## src/hw/rtl/lkvc_pkg.sv

```systemverilog
// Shared types and codes for the LRU key-value cache.
`default_nettype none

package lkvc_pkg;

   // Width of the configuration register.
   localparam int CapWidth = 5;

   // Capacity register value after reset.
   localparam logic [CapWidth-1:0] CapReset = 5'd16;

   // Action codes of a request beat.
   localparam logic ACTION_GET = 1'b0;
   localparam logic ACTION_PUT = 1'b1;

   // One request beat.
   typedef struct packed {
      logic        action;
      logic [31:0] key;
      logic [31:0] value;
   } lkvc_req_type;

   // One response beat.
   typedef struct packed {
      logic        hit;
      logic [31:0] read_value;
   } lkvc_rsp_type;

   // Update command broadcast from the controller to every cell.
   typedef struct packed {
      logic en;     // apply an update in this cycle
      logic hit;    // the key was found in some cell
      logic write;  // the access is a put
      logic fill;   // a miss put goes to a free slot rather than the victim
   } lkvc_ctl_type;

endpackage

`default_nettype wire

```

## src/hw/rtl/lru_key_value_cache.sv

```systemverilog
// Top level of the LRU key-value cache: controller and row of storage cells.
//
//   Channel  Ports                            Direction  Moves
//   req      req_valid req_ready req_data     in         get or put beat
//   rsp      rsp_valid rsp_ready rsp_data     out        hit flag and read value
//   csr      csr_write_enable csr_write_data  in         capacity_in_use write
//
// Each request runs in order: the accept edge registers the key compare in
// every cell; in the update cycle the match chain is merged across the row, and
// the edge that closes it updates the ranks and loads the response register.
// A full response register that is not taken stalls the update cycle.
// Reset clears valid bits, ranks and the fill count at once; no clearing pass.
`default_nettype none

module lru_key_value_cache #(
   parameter int CAPACITY    = 16,
   parameter int KEY_WIDTH   = 32,
   parameter int VALUE_WIDTH = 32
) (
   input  wire logic                   clock,
   input  wire logic                   reset,
   input  wire logic                   req_valid,
   output logic                        req_ready,
   input  wire lkvc_pkg::lkvc_req_type req_data,
   output logic                        rsp_valid,
   input  wire logic                   rsp_ready,
   output lkvc_pkg::lkvc_rsp_type      rsp_data,
   input  wire logic                   csr_write_enable,
   input  wire logic [lkvc_pkg::CapWidth-1:0] csr_write_data
);
   import lkvc_pkg::*;

   localparam int KEY_W   = (KEY_WIDTH < 32) ? KEY_WIDTH : 32;
   localparam int VALUE_W = (VALUE_WIDTH < 32) ? VALUE_WIDTH : 32;
   localparam int RANK_W  = $clog2(CAPACITY);
   localparam int CNT_W   = $clog2(CAPACITY + 1);
   localparam int CMP_W   = (CNT_W > CapWidth) ? CNT_W : CapWidth;

   typedef enum logic {
      IDLE,
      UPDATE
   } state_type;

   state_type          state_ff;
   logic               rsp_valid_ff;
   lkvc_rsp_type       rsp_data_ff;
   logic               action_ff;
   logic [KEY_W-1:0]   key_ff;
   logic [VALUE_W-1:0] value_ff;
   logic [CapWidth-1:0] cap_ff;
   logic [CNT_W-1:0]   used_ff;

   logic               accept;
   logic               out_free;
   logic               update_go;
   logic [CMP_W-1:0]   cap_ext;
   logic [CMP_W-1:0]   cap_eff;
   logic               fill;
   logic [RANK_W:0]    age_limit;
   lkvc_ctl_type       ctl;

   logic               chain_hit   [0:CAPACITY];
   logic [RANK_W-1:0]  chain_rank  [0:CAPACITY];
   logic [VALUE_W-1:0] chain_value [0:CAPACITY];

   assign req_ready = (state_ff == IDLE);
   assign accept    = req_valid && req_ready;
   assign out_free  = !rsp_valid_ff || rsp_ready;
   assign update_go = (state_ff == UPDATE) && out_free;
   assign rsp_valid = rsp_valid_ff;
   assign rsp_data  = rsp_data_ff;

   // Effective capacity: zero acts as one, values above the row size clip.
   assign cap_ext = CMP_W'(cap_ff);
   always_comb begin
      if (cap_ext == '0) begin
         cap_eff = CMP_W'(1);
      end else if (cap_ext > CMP_W'(CAPACITY)) begin
         cap_eff = CMP_W'(CAPACITY);
      end else begin
         cap_eff = cap_ext;
      end
   end
   assign fill = (CMP_W'(used_ff) < cap_eff);

   // Command broadcast to the cells in the update cycle.
   assign ctl.hit   = chain_hit[CAPACITY];
   assign ctl.write = (action_ff == ACTION_PUT);
   assign ctl.fill  = fill;
   assign ctl.en    = update_go && (ctl.write || ctl.hit);

   // Entries below this rank age by one; a fill ages every valid entry.
   always_comb begin
      if (ctl.hit) begin
         age_limit = {1'b0, chain_rank[CAPACITY]};
      end else if (fill) begin
         age_limit = (RANK_W + 1)'(CAPACITY);
      end else begin
         age_limit = (RANK_W + 1)'(used_ff - CNT_W'(1));
      end
   end

   // Head of the match chain.
   assign chain_hit[0]   = 1'b0;
   assign chain_rank[0]  = '0;
   assign chain_value[0] = '0;

   // Row of storage cells.
   for (genvar i = 0; i < CAPACITY; i++) begin : g_cell
      lkvc_cell #(
         .INDEX   (i),
         .KEY_W   (KEY_W),
         .VALUE_W (VALUE_W),
         .RANK_W  (RANK_W),
         .CNT_W   (CNT_W)
      ) u_cell (
         .clock     (clock),
         .reset     (reset),
         .accept    (accept),
         .req_key   (req_data.key[KEY_W-1:0]),
         .ctl       (ctl),
         .upd_key   (key_ff),
         .upd_value (value_ff),
         .age_limit (age_limit),
         .used      (used_ff),
         .hit_in    (chain_hit[i]),
         .rank_in   (chain_rank[i]),
         .value_in  (chain_value[i]),
         .hit_out   (chain_hit[i+1]),
         .rank_out  (chain_rank[i+1]),
         .value_out (chain_value[i+1])
      );
   end

   // Request holding register.
   always_ff @(posedge clock) begin
      if (accept) begin
         action_ff <= req_data.action;
         key_ff    <= req_data.key[KEY_W-1:0];
         value_ff  <= req_data.value[VALUE_W-1:0];
      end
   end

   // Capacity register.
   always_ff @(posedge clock) begin
      if (reset) begin
         cap_ff <= CapReset;
      end else if (csr_write_enable) begin
         cap_ff <= csr_write_data;
      end
   end

   // Fill count grows on each put of a new key into a free slot.
   always_ff @(posedge clock) begin
      if (reset) begin
         used_ff <= '0;
      end else if (ctl.en && !ctl.hit && fill) begin
         used_ff <= used_ff + CNT_W'(1);
      end
   end

   // Controller state and response register.
   always_ff @(posedge clock) begin
      if (reset) begin
         state_ff     <= IDLE;
         rsp_valid_ff <= 1'b0;
      end else begin
         unique case (state_ff)
            IDLE: begin
               if (rsp_valid_ff && rsp_ready) begin
                  rsp_valid_ff <= 1'b0;
               end
               if (accept) begin
                  state_ff <= UPDATE;
               end
            end
            UPDATE: begin
               if (out_free) begin
                  state_ff             <= IDLE;
                  rsp_valid_ff         <= 1'b1;
                  rsp_data_ff.hit      <= chain_hit[CAPACITY];
                  rsp_data_ff.read_value <= (chain_hit[CAPACITY] && !ctl.write) ?
                                            32'(chain_value[CAPACITY]) : 32'd0;
               end
            end
            default: begin
               state_ff <= IDLE;
            end
         endcase
      end
   end

`ifndef ASSERT_OFF
   // The fill count never passes the number of cells.
   assert property (@(posedge clock) disable iff (reset)
      CMP_W'(used_ff) <= CMP_W'(CAPACITY))
      else $error("fill count exceeds the number of cells");

   // An accepted beat is always followed by an update cycle.
   assert property (@(posedge clock) disable iff (reset)
      accept |=> (state_ff == UPDATE))
      else $error("accepted beat did not enter the update cycle");

   // A response appears only out of an update cycle.
   assert property (@(posedge clock) disable iff (reset)
      $rose(rsp_valid_ff) |-> $past(state_ff == UPDATE))
      else $error("response raised outside an update cycle");

   // The fill count moves by at most one per cycle.
   assert property (@(posedge clock) disable iff (reset)
      ($past(used_ff) != used_ff) |-> (used_ff == $past(used_ff) + CNT_W'(1)))
      else $error("fill count moved by more than one");

   // A new response is never loaded while the previous one waits.
   assert property (@(posedge clock) disable iff (reset)
      (rsp_valid_ff && !rsp_ready) |=> $stable(rsp_data_ff))
      else $error("pending response overwritten");
`endif

endmodule

`default_nettype wire

```

## src/hw/rtl/lkvc_cell.sv

```systemverilog
// One storage cell of the LRU cache: key, value, valid bit and recency rank.
`default_nettype none

module lkvc_cell #(
   parameter int INDEX   = 0,
   parameter int KEY_W   = 32,
   parameter int VALUE_W = 32,
   parameter int RANK_W  = 4,
   parameter int CNT_W   = 5
) (
   input  wire logic                 clock,
   input  wire logic                 reset,
   input  wire logic                 accept,
   input  wire logic [KEY_W-1:0]     req_key,
   input  wire lkvc_pkg::lkvc_ctl_type ctl,
   input  wire logic [KEY_W-1:0]     upd_key,
   input  wire logic [VALUE_W-1:0]   upd_value,
   input  wire logic [RANK_W:0]      age_limit,
   input  wire logic [CNT_W-1:0]     used,
   input  wire logic                 hit_in,
   input  wire logic [RANK_W-1:0]    rank_in,
   input  wire logic [VALUE_W-1:0]   value_in,
   output logic                      hit_out,
   output logic [RANK_W-1:0]         rank_out,
   output logic [VALUE_W-1:0]        value_out
);
   import lkvc_pkg::*;

   logic [KEY_W-1:0]   key_ff;
   logic [VALUE_W-1:0] value_ff;
   logic               valid_ff;
   logic [RANK_W-1:0]  rank_ff;
   logic               match_ff;
   logic               is_fill_slot;
   logic               is_victim;
   logic               target;
   logic               ages;

   // Merge this cell's match into the chain passed down the row.
   assign hit_out   = hit_in | match_ff;
   assign rank_out  = rank_in | (match_ff ? rank_ff : '0);
   assign value_out = value_in | (match_ff ? value_ff : '0);

   // Valid slots always form a prefix, so the free slot is the one at the fill count.
   assign is_fill_slot = (used == CNT_W'(INDEX));
   // The least recent entry holds the highest rank, one below the fill count.
   assign is_victim    = valid_ff && (CNT_W'(rank_ff) == (used - CNT_W'(1)));
   assign target       = ctl.hit ? match_ff : (ctl.fill ? is_fill_slot : is_victim);
   assign ages         = valid_ff && ({1'b0, rank_ff} < age_limit);

   // Key compare is registered when the request beat is accepted.
   always_ff @(posedge clock) begin
      if (reset) begin
         match_ff <= 1'b0;
      end else if (accept) begin
         match_ff <= valid_ff && (key_ff == req_key);
      end
   end

   // Valid bit and rank carry reset; key and value are written before use.
   always_ff @(posedge clock) begin
      if (reset) begin
         valid_ff <= 1'b0;
         rank_ff  <= '0;
      end else if (ctl.en) begin
         if (target) begin
            rank_ff <= '0;
            if (ctl.write && !ctl.hit) begin
               valid_ff <= 1'b1;
            end
         end else if (ages) begin
            rank_ff <= rank_ff + RANK_W'(1);
         end
      end
   end

   // Payload storage.
   always_ff @(posedge clock) begin
      if (ctl.en && target && ctl.write) begin
         value_ff <= upd_value;
         if (!ctl.hit) begin
            key_ff <= upd_key;
         end
      end
   end

endmodule

`default_nettype wire
```

## config.mk

```make
export PLATFORM = sky130hd
export DESIGN_NAME = lru_key_value_cache
export DESIGN_NICKNAME = d
export VERILOG_FILES = /design/src/hw/rtl/lkvc_pkg.sv /design/src/hw/rtl/lru_key_value_cache.sv /design/src/hw/rtl/lkvc_cell.sv
export SDC_FILE = /design/constraint.sdc
export NUM_CORES = 2
export LEC_CHECK = 0
export BUFFER_PORTS_ARGS = -buffer_cell sky130_fd_sc_hd__buf_2
export CAP_MARGIN = 30
export CORE_MARGIN = 2
export CORE_UTILIZATION = 24
export CTS_BUF_LIST = sky130_fd_sc_hd__clkbuf_4
export DETAILED_ROUTE_END_ITERATION = 16
export PLACE_DENSITY_LB_ADDON = 0.08
export SLEW_MARGIN = 30
export SYNTH_ARGS = -nofsm -noshare
export SYNTH_HDL_FRONTEND = slang
export SYNTH_SLANG_ARGS = --single-unit
```

## constraint.sdc

```tcl
create_clock -name clock -period 4.29 [get_ports clock]
set_input_delay 1.287 -clock clock [delete_from_list [all_inputs] [get_ports clock]]
set_output_delay 1.287 -clock clock [all_outputs]
set_load 0.1 [all_outputs]
```

==> flow_summary.json <==
{
  "status": "finished clean",
  "drc": 0,
  "placed_cells": 6325,
  "min_from": "req_data[64]",
  "grt_setup_unrepaired": "false",
  "portBuffers": 109,
  "worstMarginPinSlew_ps": 981,
  "final_nets": 4056,
  "rr_worst_depth": 15,
  "critPathKind": "reg -> reg",
  "yosysSeqAreaShare_pct": 70.7,
  "drt_iter0_markers": 2019,
  "grt_max_degree": 60,
  "clock_sinks": 1230,
  "ctsHtreeMaxLevel": 5,
  "synth_cell_types": 71,
  "std_cell_rows": 168,
  "synthTopCellsByCount": "1122 x edfxtp_1, 352 x xor2_1, 225 x xnor2_1",
  "post-cts-setup-buffers": 0,
  "netlist_area_um2": 50700,
  "cp.required_ps": 5470,
  "gp_congestion": 0.790,
  "peakVddDrop_mv": 0.269,
  "clock_latency_ps": 1360,
  "async_flop_share_pct": 0,
  "drv_cap": 0,
  "finalSetupViolCount": 0,
  "cts_tree": "done",
  "grt_use_total_pct": 18.4,
  "synth.most_common_cell": "edfxtp_1",
  "worst-r2r-setup-slack_ps": 280,
  "hp-class": "in -> reg",
  "postSynthCellCount": 3324,
  "p_leak_uw": 0.0203,
  "clock_path_buffers": 4,
  "yosys_warnings": 0,
  "grt_pass1_wl_mm": 276,
  "tns_ps": 0,
  "rr_endpoint": "g_cell[13].u_cell.rank_ff[2]",
  "reg2reg_from": "cap_ext[4]",
  "die_w_um": 464,
  "path_clk_slew_ps": 60,
  "die-area_um2": 215000,
  "area_growth_pct": 22.0,
  "syn-num-nets": 3457,
  "synth_top_area_cell": "edfxtp_1",
  "p_per_area_nw_per_um2": 422,
  "routed_via_density": 4.64,
  "initial_core_util_pct": 24.2,
  "grt-ovfl-total": 0,
  "cts-root-buf": "clkbuf_4",
  "avgSynthCellArea_um2": 15.3,
  "cts-buffers-inserted": 373,
  "skew_ps": 157,
  "finalNonFillerCells": 6980,
  "period_needed_ps": 4010,
  "drt_wl_total_mm": 200,
  "ys_seq_elements": 1230,
  "hold_end": "action_ff",
  "place_hpwl_mm": 125,
  "synthTopCellsByArea": "edfxtp_1 66%, xor2_1 6.1%, dfxtp_1 4.3%, xnor2_1 3.9%, a221oi_1 1.8%",
  "top_level_ports": 110,
  "worstSetupEndpointType": "flip-flop",
  "hold_viol": 0,
  "dr.pass1.iters": 6,
  "drv_slew": 0,
  "max_freq_ghz": 0.249,
  "vias": 32418,
  "synthFlopType": "edfxtp_1",
  "fin_crit_sh_pct": 93.6,
  "worstSetupStartpointType": "flip-flop",
  "core-area_um2": 210000,
  "worstPathArrival_ps": 5190,
  "synth_edf_count": 1122,
  "routedWlPerCell_um": 28.7,
  "die_height_um": 464,
  "max-slew-margin-rel_pct": 34.6,
  "ant_nets": 0,
  "cp_max_fo": 13,
  "grt_antenna_before_repair": 9,
  "grt_pass1_vias": 33292,
  "synth_top_cell_area_share_pct": 66.4,
  "drive_gt1_share_pct": 24.8,
  "fillers": 21401,
  "whs_path_depth": 1
}
## report_power, final
| group | switching, uW | internal, uW | leakage (uW) |
|---|---|---|---|
| clock network | 5230 | 6040 | 0.00269 |
| logic | 903 | 505 | 0.00652 |
| registers | 231 | 13200 | 0.0111 |
| total | 6370 | 19700 | 0.0203 |
## cell families (layout without fill, tap and decap cells)
group / after synthesis / in the layout / share of synthesized area, %
adders and majority gates: 63 / 63 / 1.54
xor gates and xnor gates: 582 / 582 / 10.2
DFF: 1230 / 1230 / 70.7
muxes: 16 / 16 / 0.326
other: 0 / 14 / 0
AOI/OAI and AO/OA: 585 / 585 / 8.82
and+or+nand+nor: 633 / 633 / 6.84
buffers and inverters: 215 / 1052 / 1.63
## flip-flops by register name (all words and copies together) (netlist names)
register / cells
rsp_data: 33
cap_ext: 5
g_cell.u_cell.rank_ff: 64
action_ff: 1
g_cell.u_cell.valid_ff: 16
g_cell.u_cell.match_ff: 16
used_ff: 5
state_ff: 1
key_ff: 32
g_cell.u_cell.value_ff: 512
value_ff: 32
g_cell.u_cell.key_ff: 512
rsp_valid: 1
## layout make-up
cell class                 count  area (um^2)  share of cell area, %
timing repair buffer         413         3550                   5.74
inverter                      26          103                  0.166
multi-input combinational   1879        14300                   23.1
antenna                       14         35.0                 0.0566
clock buffer                 546         4100                   6.62
sequential                  1230        35900                   58.0
tap                         2805         3510                   5.67
clock inverter                67          393                  0.635
## critical path: stages (launching register included)
cell	delay, ps
dfxtp_1	320
inv_1	140
nand2_1	80
ha_1	340
a2111oi_4	400
a21oi_1	130
buf_4	160
buf_4	160
a311oi_2	360
buf_12	220
ha_1	240
o21a_1	180
o221ai_1	280
o21ai_1	200
or4_1	510
a31oi_1	180
## worst max path at each step
stage	start	endpoint	cells after the start
6_report	cap_ext[4]	g_cell[13].u_cell.rank_ff[2]	15
5_1_grt	cap_ext[4]	g_cell[12].u_cell.rank_ff[2]	17
4_1_cts	cap_ext[4]	g_cell[12].u_cell.rank_ff[2]	16
3_5_place_dp	cap_ext[4]	g_cell[15].u_cell.rank_ff[2]	16
3_3_place_gp	cap_ext[4]	g_cell[15].u_cell.rank_ff[2]	16
2_1_floorplan	cap_ext[4]	g_cell[8].u_cell.key_ff[0]	9
## routing by layer
metal  wire length, um  GRT usage, %  up-vias
li1                  -             -    14411
met1             91900          24.7    16917
met2             96700          30.6      783
met3              7460          2.99      307
met4              4170          4.98        0
met5                 0             0        -
## layout by cell type, fill, tap and decap left out, drive strengths merged, types with 58 or more instances in the layout
cell type / Yosys / layout
xnor2: 225 / 225
nand2: 103 / 103
nor4: 107 / 107
xor2: 353 / 353
nor2: 108 / 108
a31oi: 69 / 69
a22oi: 90 / 90
ha: 58 / 58
edfxtp: 1122 / 1122
a22o: 100 / 100
buf: 61 / 386
dfxtp: 108 / 108
clkbuf: 128 / 546
nand4: 108 / 108
a221oi: 102 / 102
clkinv: 2 / 59
## timing repair
item | in CTS | in global routing
hold buffers | 27 | 0
cloned | 0 | 0
pin swaps | 0 | 0
endpoints found under the hold margin | 27 | 0
gates resized for setup | 1 | 3
endpoints found under the setup margin | 2 | 5
## through the flow
stage / hold slack, ps / area, um^2 / power, uW / worst slack (ps) / util (%)
2_1_floorplan: 452 / 50800 / 14300 / 70.0 / -
3_3_place_gp: 469 / 56900 / 15100 / 128 / 27.1
3_5_place_dp: 471 / 57100 / 15100 / 38.1 / 27.2
4_1_cts: 10.5 / 61800 / 26600 / 197 / 29.5
5_1_grt: 52.9 / 61900 / 27300 / 21.0 / 29.5
6_report: 192 / 61900 / 26100 / 276 / 29.5
Note: power is estimated with default switching activity, not from simulation.
